File: src/hdl/ybb_pkg.sv
`default_nettype none
package ybb_pkg;

  // Field widths fixed by the interface
  localparam int COORD_WIDTH = 20;
  localparam int FRAC_BITS   = 4;
  localparam int ANGLE_BITS  = 16;

  // Sine/cosine: Q1.15 magnitude up to 1.0, signed
  localparam int TRIG_W = 17;
  localparam int PROD_W = COORD_WIDTH + TRIG_W;
  localparam int ROT_W  = PROD_W + 1;
  localparam int RND_SH = 15;
  localparam int RND_W  = ROT_W - RND_SH;

  localparam int LIMIT_UNITS = 9999;
  localparam logic signed [RND_W-1:0] LIMIT_HI = RND_W'(LIMIT_UNITS * (2 ** FRAC_BITS));
  localparam logic signed [RND_W-1:0] LIMIT_LO = -LIMIT_HI;
  localparam logic signed [RND_W-1:0] SAT_HI = RND_W'((2 ** (COORD_WIDTH - 1)) - 1);
  localparam logic signed [RND_W-1:0] SAT_LO = -SAT_HI - RND_W'(1);

  typedef enum logic [1:0] {
    QUAD_0 = 2'd0,
    QUAD_1 = 2'd1,
    QUAD_2 = 2'd2,
    QUAD_3 = 2'd3
  } quad_t;

  typedef struct packed {
    logic                          box_found;
    logic [ANGLE_BITS-1:0]         yaw_angle;
    logic signed [COORD_WIDTH-1:0] min_x;
    logic signed [COORD_WIDTH-1:0] min_y;
    logic signed [COORD_WIDTH-1:0] max_x;
    logic signed [COORD_WIDTH-1:0] max_y;
  } in_word_t;

  typedef struct packed {
    logic signed [COORD_WIDTH-1:0] low_x;
    logic signed [COORD_WIDTH-1:0] low_y;
    logic signed [COORD_WIDTH-1:0] high_x;
    logic signed [COORD_WIDTH-1:0] high_y;
  } out_word_t;

  typedef struct packed {
    logic signed [COORD_WIDTH-1:0] min_x;
    logic signed [COORD_WIDTH-1:0] min_y;
    logic signed [COORD_WIDTH-1:0] max_x;
    logic signed [COORD_WIDTH-1:0] max_y;
  } corner_t;

  typedef struct packed {
    logic signed [TRIG_W-1:0] sin_v;
    logic signed [TRIG_W-1:0] cos_v;
    corner_t                  box;
  } trig_word_t;

  // Rounded rotated coordinates, corner k = 2*i + j (x from i, y from j)
  typedef struct packed {
    logic [3:0][RND_W-1:0] rx;
    logic [3:0][RND_W-1:0] ry;
  } rot_word_t;

endpackage
`default_nettype wire

File: src/hdl/ybb_bounds.sv
`default_nettype none
module ybb_bounds (
  input  wire logic                clk,
  input  wire logic                rst_n,
  input  wire logic                in_vld,
  output logic                     in_rdy,
  input  wire ybb_pkg::rot_word_t  in_word,
  output logic                     out_valid,
  input  wire logic                out_stall,
  output ybb_pkg::out_word_t       out_word
);

  localparam int RW = ybb_pkg::RND_W;
  localparam int CW = ybb_pkg::COORD_WIDTH;

  function automatic logic signed [CW-1:0] sat(input logic signed [RW-1:0] v);
    logic signed [RW-1:0] s;
    s = v;
    if (s > ybb_pkg::SAT_HI) begin
      s = ybb_pkg::SAT_HI;
    end
    if (s < ybb_pkg::SAT_LO) begin
      s = ybb_pkg::SAT_LO;
    end
    return s[CW-1:0];
  endfunction

  logic               e_vld_r;
  logic               e_adv;
  ybb_pkg::out_word_t e_word_r;
  ybb_pkg::out_word_t e_word_nxt;

  assign e_adv  = !e_vld_r || !out_stall;
  assign in_rdy = e_adv;

  always_comb begin
    logic signed [RW-1:0] lx;
    logic signed [RW-1:0] ly;
    logic signed [RW-1:0] hx;
    logic signed [RW-1:0] hy;
    lx = ybb_pkg::LIMIT_HI;
    ly = ybb_pkg::LIMIT_HI;
    hx = ybb_pkg::LIMIT_LO;
    hy = ybb_pkg::LIMIT_LO;
    for (int k = 0; k < 4; k++) begin
      if ($signed(in_word.rx[k]) < lx) begin
        lx = $signed(in_word.rx[k]);
      end
      if ($signed(in_word.rx[k]) > hx) begin
        hx = $signed(in_word.rx[k]);
      end
      if ($signed(in_word.ry[k]) < ly) begin
        ly = $signed(in_word.ry[k]);
      end
      if ($signed(in_word.ry[k]) > hy) begin
        hy = $signed(in_word.ry[k]);
      end
    end
    e_word_nxt.low_x  = sat(lx);
    e_word_nxt.low_y  = sat(ly);
    e_word_nxt.high_x = sat(hx);
    e_word_nxt.high_y = sat(hy);
  end

  always_ff @(posedge clk) begin
    if (!rst_n) begin
      e_vld_r <= 1'b0;
    end else if (e_adv) begin
      e_vld_r <= in_vld;
    end
  end

  always_ff @(posedge clk) begin
    if (e_adv && in_vld) begin
      e_word_r <= e_word_nxt;
    end
  end

  assign out_valid = e_vld_r;
  assign out_word  = e_word_r;

endmodule
`default_nettype wire

File: config.mk
export PLATFORM = sky130hd
export DESIGN_NAME = ybb_bounds
export DESIGN_NICKNAME = d
export VERILOG_FILES = /design/src/hdl/ybb_pkg.sv /design/src/hdl/ybb_bounds.sv
export SDC_FILE = /design/constraint.sdc
export NUM_CORES = 1
export LEC_CHECK = 0
export BUFFER_PORTS_ARGS = -buffer_cell sky130_fd_sc_hd__buf_2
export CAP_MARGIN = 20
export CORE_ASPECT_RATIO = 0.8
export CORE_MARGIN = 2
export CORE_UTILIZATION = 63
export DETAILED_ROUTE_END_ITERATION = 12
export PLACE_DENSITY = 0.89
export SLEW_MARGIN = 5
export SYNTH_ARGS = -nofsm -noshare
export SYNTH_HDL_FRONTEND = slang
export SYNTH_SLANG_ARGS = --single-unit
File: constraint.sdc
create_clock -name clk -period 22.2 [get_ports clk]
set_input_delay 1.11 -clock clk [delete_from_list [all_inputs] [get_ports clk]]
set_output_delay 1.11 -clock clk [all_outputs]
set_load 0.005 [all_outputs]
-- Word level (Yosys, flattened, before mapping)
Cells that the tools add are included.
- bits in registers: 81
- input port bits: 188
- output and inout port bits: 82
- word-level logic and storage cells: 53
- order comparisons: 24
- muxes and demuxes: 20
- reductions and logical operators: 4
- operators by type and width (operator ; count):
    2-to-1 mux 23 bit ; 20
    greater-than comparator 23 bit ; 6
    less-than comparator 23 bit ; 6
    greater-than comparator 23 x 20 -> 1 bit (second input constant) ; 4
    less-than comparator 23 x 20 -> 1 bit (second input constant) ; 4
    greater-than comparator 23 x 19 -> 1 bit (second input constant) ; 2
    less-than comparator 23 x 19 -> 1 bit (second input constant) ; 2
    logical NOT 1 bit ; 2
    logical AND 1 bit ; 1
    logical OR 1 bit ; 1

-- Depth between registers and ports, before layout
Gate-level depths: netlist of the first run.
- depth after elaboration: 11
- depth in mapped cells: 49
- gate-level depth less buffers: 42

-- Worst setup path before layout of the first run
OpenSTA, ideal clock, no wires.
- path type: input-to-reg
- start point: in in_word[103] in the netlist's numbering
- end point: reg e_word_r (netlist bit out_word[69]), data pin
- setup time: 140 ps
- data arrival time: 10140 ps
- required time: 22060 ps
- setup slack: 11921 ps
- stages: 47
- path buffers: 6
- cell sequence: nor4_1 a21oi_1 o31ai_1 nand3_1 ha_1 clkbuf_1 clkbuf_1 nor2_1 ha_1 a21o_1 a21o_1 a21oi_1 nor2_1 a2111oi_0 o21ai_0 nand2_1 clkbuf_1 clkbuf_1 [11 not listed] a31oi_1 buf_2 mux2i_1 ha_1 a21o_1 a21o_1 a21oi_1 nor2_1 a211oi_1 nor2_1 a211oi_1 o22ai_1 a211oi_1 o21ai_0 mux2i_1 clkbuf_1 mux2_2 nor2_1
- word-level cells in the longest chain between the ends: 11
- RTL lines (element ; RTL line ; RTL):
    start, declared ; ybb_bounds.sv:7 ; input wire ybb_pkg::rot_word_t in_word,
    less-than comparator 23 x 19 -> 1 bit ; ybb_bounds.sv:46 ; if ($signed(in_word.rx[k]) < lx) begin
    2-to-1 mux 23 bit (*) ; ybb_bounds.sv:46 ;
    less-than comparator 23 bit ; ybb_bounds.sv:46 ;
    2-to-1 mux 23 bit (*) ; ybb_bounds.sv:46 ;
    less-than comparator 23 bit ; ybb_bounds.sv:46 ;
    2-to-1 mux 23 bit (*) ; ybb_bounds.sv:46 ;
    less-than comparator 23 bit ; ybb_bounds.sv:46 ;
    2-to-1 mux 23 bit (*) ; ybb_bounds.sv:46 ;
    greater-than comparator 23 x 20 -> 1 bit ; ybb_bounds.sv:19 ; if (s > ybb_pkg::SAT_HI) begin
    2-to-1 mux 23 bit (*) ; ybb_bounds.sv:19 ;
    less-than comparator 23 x 20 -> 1 bit ; ybb_bounds.sv:22 ; if (s < ybb_pkg::SAT_LO) begin
    end signal, assigned ; ybb_bounds.sv:75 ; e_word_r <= e_word_nxt;
    end, declared ; ybb_bounds.sv:30 ; ybb_pkg::out_word_t e_word_r;
Mark *: on every way between the ends. The rest lies on a longest branch, timed or not.
A chain may end at the register's enable or synchronous reset.

-- Worst setup path after layout of the first run
- start point: in in_word[9] in the netlist's numbering
- end point: reg e_word_r (netlist bit out_word[40]), data pin
- word-level cells in the longest chain between the ends: 11
- RTL lines (element ; RTL line ; RTL):
    less-than comparator 23 x 19 -> 1 bit ; ybb_bounds.sv:52 ; if ($signed(in_word.ry[k]) < ly) begin
    2-to-1 mux 23 bit (*) ; ybb_bounds.sv:52 ;
    less-than comparator 23 bit ; ybb_bounds.sv:52 ;
    2-to-1 mux 23 bit (*) ; ybb_bounds.sv:52 ;
    less-than comparator 23 bit ; ybb_bounds.sv:52 ;
    2-to-1 mux 23 bit (*) ; ybb_bounds.sv:52 ;
    less-than comparator 23 bit ; ybb_bounds.sv:52 ;
    2-to-1 mux 23 bit (*) ; ybb_bounds.sv:52 ;
    greater-than comparator 23 x 20 -> 1 bit ; ybb_bounds.sv:19 ;
    2-to-1 mux 23 bit (*) ; ybb_bounds.sv:19 ;
    less-than comparator 23 x 20 -> 1 bit ; ybb_bounds.sv:22 ;
Marked as above.

==> summary.md, run 1 <==
| Metric | Value |
|---|---|
| Status | `completed` |
| Setup TNS | `0 ns` |
| Vias/cell | `6.72` |
| Routed WL | `51500 microns` |
| Core Area | `0.0216 sq mm` |
| Starting Density | `64.4%` |
| Max cap viols | `0` |
| Die area | `0.0233 sq mm` |
| Clk slew on worst S/H paths | `0.07 ns` |
| ANT nets after route | `0` |
| Worst path slowest cell | `a31oi_4` |
| Die height | `137 microns` |
| CP max FO | `31` |
| Pleak | `0.00793 uW` |
| RSZ-0062 raised after global routing | `no` |
| WP data arrival | `13.38 ns` |
| Post-Syn Area | `0.0139 sq mm` |
| Initial antenna violation count | `4` |
| Layout Skew | `0.00472 ns` |
| Fin crit share | `59.9%` |
| Max H-tree Level | `3` |
| Crit-path max cell delay | `0.88 ns` |
| Cts bufs inserted | `9` |
| Hold_sp | `out_valid$_SDFFE_PN0N_` |
| Number of global-route vias before repair | `14000` |
| Io pins | `270` |
| Area after DPL | `0.0155 sq mm` |
| Pre-antenna DRT Iters | `8` |
| Cells after Synth | `1738` |
| FF-to-FF Start | `out_valid$_SDFFE_PN0N_` |
| Maximum clock insertion buffer count | `2` |
| Clock sinks | `81` |
| PostCTS Resize Cnt | `0` |
| CP Capture Type | `register` |
| Commonest non-fill, non-tap cell in the layout | `buf_2` |
| CP startpoint | `in_word[9]` |
| Final Hold Fails | `0` |
| Crit path kind | `in -> reg` |
| Netlist cell types | `84` |
| Total track usage | `43.2%` |
| Top_reg_cell synth | `edfxtp_1` |
| Post-synth top area share | `24.1%` |
| Post-synth EDFFs | `80` |
| Area Overhead vs Synth | `13.9%` |
| Via count | `15200` |
| Most frequent cells in the layout | `buf_2 (269), ha_1 (268), nor2_1 (170)` |
| CTS Hold Bufs | `0` |
| Layout cells sized above 1 | `20.6%` |
| Number of setup violations in the final report | `0` |
| Worst reg2reg setup slack | `20.44 ns` |
| FF-to-FF End | `out_word[27]$_SDFFCE_PP0P_` |
| Remaining Overflow, GRT | `0` |
| Synthesis-stage register bit count | `81` |
| Dpl hpwl | `42400 microns` |
| Sequential share of the synthesized area | `17.4%` |
| Hold Path Stages | `2` |
| Most Frequent Cell on Critical Path | `ha_1` |
| Endpoint, Worst Hold | `out_valid$_SDFFE_PN0N_` |
| Fmax | `0.0752 GHz` |
| Ys async rst share | `0%` |
| Root Buffer | `clkbuf_16` |
| Relative slew slack | `20.7%` |
| Design area | `0.0159 sq mm` |
| Setup Buffers After CTS | `0` |
| Top delay family on crit path | `simple AND/OR/NAND/NOR gates` |
| Tmin final | `13.29 ns` |
| Worst IR drop on VDD | `0.0000660 V` |
| Worst min-delay path class | `reg -> reg` |
| Worst EP required | `22.29 ns` |
| Num rows | `48` |
| First-pass GRT wire length | `77900 microns` |
| PD cells | `84.8 mW/mm^2` |
| CTS tree | `built` |
| GPL Wtd Cong | `1.12` |
| Mapped Avg Cell Area | `8.01 sq um` |
| Fin. max-slew vios | `0` |
| CP startpoint kind | `input port` |
| DR WL/cell | `22.8 microns` |
| Syn nets | `2194` |
| Largest net degree at the start of global routing | `81` |
| IO Port Bufs | `269` |
| # DRC | `0` |
| Synth top area cells | `ha_1 (24%), edfxtp_1 (17%), a21oi_1 (5.3%)` |
| NumNets Final | `2430` |
| Worst Path Buf+Inv | `6` |
| Biggest area consumer among synthesized cells | `ha_1` |
| Initial DRC count | `2076` |
| Clk Latency, worst-skew pair | `0.35 ns` |
| Ys Warns | `0` |
| Worst Tran Pin Value | `1.19 ns` |
| FF-to-FF path depth | `3` |
| Die Span X | `170 microns` |
[sequential cells by signal, indices dropped and copies added, names as in the netlist]
name / flops
out_valid: 1
out_word: 80
[metal layers]
layer / global-route usage (%) / vias to the layer above / wire, microns
met1: 62.1 / 7036 / 21700
li1: - / 6872 / -
met2: 62.4 / 1109 / 20800
met3: 14.0 / 144 / 7740
met4: 10.5 / 2 / 1310
met5: 0 / - / 14
[final cells by class]
cell class / count / area (sq um)
Fill cell: 1716 / 5760
Clock buffer: 10 / 229
Inverter: 145 / 544
Sequential cell: 81 / 2420
Clock inverter: 6 / 75.1
Antenna cell: 2 / 5.00
Timing Repair Buffer: 289 / 1540
Multi-Input combinational cell: 1448 / 10700
Tap cell: 275 / 344
[synth_stat cells (5+ instances only)]
library cell and n:
a211oi_1 14, a21boi_0 18, a21o_1 72, a21oi_1 146, a21oi_2 10, a311oi_1 5
a31oi_1 11, and2_1 7, and3_1 6, and4_1 12, buf_2 11, clkbuf_1 47
edfxtp_1 80, ha_1 268, inv_1 145, mux2_2 62, mux2i_1 69, nand2_1 127
nand2b_1 50, nand3_1 39, nand4_1 47, nor2_1 170, nor2b_1 29, nor3_1 29
nor4_1 12, o211ai_1 9, o21a_1 17, o21ai_0 125, o31ai_1 5, or2_2 5
or3_1 6
[cell families after synthesis]
logic type / count (synthesis) / share of synthesized area [%]
simple gates: 563 / 20.1
mux: 134 / 10.3
fa+ha+maj: 268 / 24.1
compound gates: 480 / 22.0
flops: 81 / 17.4
xor+xnor: 3 / 0.243
buf+inv: 209 / 5.87
[worst min-delay path, delay by kind of cell (launching register included)]
family          cells  cell delay, ns
compound gates      1            0.13
flops               1            0.33
simple gates        1            0.05
[stage by stage]
step | total power [uW] | instances | utilization, % | hold slack (ns) | setup WS (ns)
2_1_floorplan | 841 | 1738 | - | 0.518 | 11.92
3_3_place_gp | 1100 | 2233 | 71.6 | 0.511 | 9.05
3_5_place_dp | 1130 | 2234 | 71.7 | 0.542 | 8.94
4_1_cts | 1300 | 2250 | 73.1 | 0.555 | 9.18
5_1_grt | 1420 | 2256 | 73.3 | 0.572 | 8.63
6_report | 1340 | 2256 | 73.3 | 0.554 | 8.91
[how the worst max path moves through the flow]
stage	endpoint	slack, ns	depth (start not counted)
final	out_word[40]$_SDFFCE_PP0P_	8.91	40
after global routing	out_word[40]$_SDFFCE_PP0P_	8.63	40
after CTS	out_word[40]$_SDFFCE_PP0P_	9.18	39
after detailed placement	out_word[40]$_SDFFCE_PP0P_	8.94	39
after global placement	out_word[40]$_SDFFCE_PP0P_	9.05	39
after floorplan	out_word[69]$_SDFFCE_PP0P_	11.92	47
[power breakdown]
part           internal [uW]  switching (uW)  total (uW)
combinational            359             550         909
sequential               253            20.1         273
clock                   89.3            73.2         162
(Power assumes the default switching activity.)
==> run 2, diff against run 1 <==
Settings changed: CORE_UTILIZATION 63 to 58, PLACE_DENSITY 0.89 to 0.83.
Clock period 22.2 ns to 12.29 ns, I/O delays scaled along.
==> run 2 against run 1 <==
Largest cell class unchanged. Sequential power grew 82%. Largest power group unchanged. Critical path type unchanged. Cell area grew 0.58%. Utilization shrank 5.4 points. Count of clock-buffer cells in the layout grew 1. Via count shrank 2.9%.
==> summary.md, run 2 (synthesized netlist as in run 1, its figures left out) <==
| Metric | Value |
|---|---|
| PostCTS Resize Cnt | `0 (unchanged)` |
| Dpl hpwl | `40700 microns (was 42400 microns)` |
| Logic pwr share | `66.6% (was 67.6%)` |
| Clk Latency, worst-skew pair | `0.34 ns (was 0.35 ns)` |
| CP max FO | `30 (was 31)` |
| FF-to-FF Start | `out_valid$_SDFFE_PN0N_ (unchanged)` |
| Hold Path Stages | `2 (unchanged)` |
| Crit-path max cell delay | `0.74 ns (was 0.88 ns)` |
| # DRC | `0 (unchanged)` |
| Final core occ | `68.0% (was 73.3%)` |
| Number of global-route vias before repair | `13300 (was 14000)` |
| Switching share of power | `46.0% (was 47.9%)` |
| PD cells | `150 mW/mm^2 (was 84.8 mW/mm^2)` |
| Area Overhead vs Synth | `14.6% (was 13.9%)` |
| ANT nets after route | `0 (unchanged)` |
| Max H-tree Level | `3 (unchanged)` |
| First-pass GRT wire length | `73900 microns (was 77900 microns)` |
| Worst Tran Pin Value | `1.09 ns (was 1.19 ns)` |
| NumNets Final | `2439 (was 2430)` |
| CP Capture Type | `register (unchanged)` |
| Crit path kind | `in -> reg (unchanged)` |
| Fill count | `2002 (was 1716)` |
| Tmin final | `11.06 ns` |
| CP startpoint kind | `input port (unchanged)` |
| Final Instance Count excl. Fillers | `2303 (was 2256)` |
| Number of setup violations in the final report | `0 (unchanged)` |
| RSZ-0062 raised after global routing | `no (unchanged)` |
| Internal | `1290 uW (was 701 uW)` |
| Setup Buffers After CTS | `0 (unchanged)` |
| Worst path slowest cell | `ha_1 (was a31oi_4)` |
| Die height | `143 microns (was 137 microns)` |
| Starting Density | `59.3% (was 64.4%)` |
| Seq pwr share | `20.8% (was 20.3%)` |
| Core Area | `0.0235 sq mm (was 0.0216 sq mm)` |
| Commonest non-fill, non-tap cell in the layout | `buf_2 (unchanged)` |
| Most Frequent Cell on Critical Path | `o21ai_0 (was ha_1)` |
| Die Span X | `177 microns (was 170 microns)` |
| Worst IR drop on VDD | `0.000105 V (was 0.0000660 V)` |
| Remaining Overflow, GRT | `0 (unchanged)` |
| Total track usage | `37.7% (was 43.2%)` |
| Pleak | `0.00796 uW (was 0.00793 uW)` |
| Max cap viols | `0 (unchanged)` |
| Fmax | `0.0904 GHz` |
| FF-to-FF End | `out_word[41]$_SDFFCE_PP0P_ (was out_word[27]$_SDFFCE_PP0P_)` |
| Io pins | `270 (unchanged)` |
| Hold_sp | `rst_n (was out_valid$_SDFFE_PN0N_)` |
| Endpoint, Worst Hold | `out_valid$_SDFFE_PN0N_ (unchanged)` |
| FF-to-FF path depth | `2 (was 3)` |
| Pre-antenna DRT Iters | `6 (was 8)` |
| Initial DRC count | `1784 (was 2076)` |
| Psw | `1100 uW (was 644 uW)` |
| Clock network fraction of total power | `12.6% (was 12.1%)` |
| Largest register FFs | `80 (unchanged)` |
| Clk slew on worst S/H paths | `0.07 ns (about the same)` |
| Relative slew slack | `27.4% (was 20.7%)` |
| Fin. max-slew vios | `0 (unchanged)` |
| WP data arrival | `11.23 ns (was 13.38 ns)` |
| CTS Hold Bufs | `0 (unchanged)` |
| Fin crit share | `90.0%` |
| CTS tree | `built (unchanged)` |
| IO Port Bufs | `269 (unchanged)` |
| Via count | `14700 (was 15200)` |
| Top delay family on crit path | `compound AO/OA/AOI/OAI gates (was simple AND/OR/NAND/NOR gates)` |
| Layout Skew | `0.00695 ns (was 0.00472 ns)` |
| Status | `completed (unchanged)` |
| Setup TNS | `0 ns (unchanged)` |
| Dpl cells | `2284 (was 2234)` |
| GPL Wtd Cong | `1.02 (was 1.12)` |
| Worst EP required | `12.46 ns (was 22.29 ns)` |
| Num rows | `50 (was 48)` |
| Area of the multi-input gates | `0.0107 sq mm (about the same)` |
| Vias/cell | `6.39 (was 6.72)` |
| Routed WL | `48500 microns (was 51500 microns)` |
| Worst Path Buf+Inv | `5 (was 6)` |
| Initial antenna violation count | `3 (was 4)` |
| DR WL/cell | `21.1 microns (was 22.8 microns)` |
| Maximum clock insertion buffer count | `2 (unchanged)` |
| Die area | `0.0253 sq mm (was 0.0233 sq mm)` |
| Worst reg2reg setup slack | `10.57 ns (was 20.44 ns)` |
| Largest net degree at the start of global routing | `81 (unchanged)` |
| Root Buffer | `clkbuf_16 (unchanged)` |
| Final Hold Fails | `0 (unchanged)` |
| Layout cells sized above 1 | `20.9% (was 20.6%)` |
| Cts bufs inserted | `9 (unchanged)` |
| Sequential cell area | `0.00242 sq mm (unchanged)` |
| Worst min-delay path class | `in -> reg (was reg -> reg)` |
| Clock sinks | `81 (unchanged)` |
| Most frequent cells in the layout | `buf_2 (269), ha_1 (268), nor2_1 (170) (unchanged)` |
==> run 2: worst max-delay path by stage <==
stage	start	to	slack, ns	cells after the start
after CTS	in_word[103]	out_word[60]$_SDFFCE_PP0P_	1.44	38
after global routing	in_word[103]	out_word[60]$_SDFFCE_PP0P_	0.46	38
after global placement	in_word[109]	out_word[24]$_SDFFCE_PP0P_	1.54	37
after detailed placement	in_word[103]	out_word[60]$_SDFFCE_PP0P_	1.11	38
final	in_word[103]	out_word[60]$_SDFFCE_PP0P_	1.23	38
after floorplan	in_word[103]	out_word[69]$_SDFFCE_PP0P_	2.51	47
==> run 2: metrics by stage <==
step           power, uW  hold WS [ns]  area, sq um  setup slack (ns)
2_1_floorplan       1520         0.518        13900              2.51
3_3_place_gp        1990         0.509        15600              1.54
3_5_place_dp        2030         0.536        15600              1.11
4_1_cts             2340         0.507        15900              1.44
5_1_grt             2550         0.511        16000             0.456
6_report            2390         0.506        16000              1.23
==> run 2: routing by layer <==
layer,global-route usage [%],wire length [microns],vias to the layer above
met1,58.4,22000,6798
met3,11.3,6970,80
met4,6.83,936,0
met2,50.7,18600,936
li1,-,-,6907
met5,0,0,-
==> run 2: worst reg2reg max path, cell delays in order, from the launching register on <==
cell	delay (ns)
dfxtp_1	0.32
nand2_1	0.09
and2_4	0.83
==> run 2: area by class of cell <==
type / instances / area share (%)
Clock buffer: 11 / 1.52
Sequential cell: 81 / 15.2
Tap cell: 312 / 2.45
Multi-Input combinational cell: 1448 / 67.1
Timing Repair Buffer: 298 / 9.81
Antenna cell: 3 / 0.0471
Clock inverter: 5 / 0.502
Inverter: 145 / 3.41
==> run 2: power groups by stage <==
stage / Sequential [uW] / Clock [uW] / Combinational, uW
after global routing: 502 / 309 / 1740
after global placement: 499 / 0 / 1490
after detailed placement: 496 / 0 / 1530
final: 497 / 300 / 1590
after floorplan: 498 / 0 / 1020
after CTS: 495 / 299 / 1550
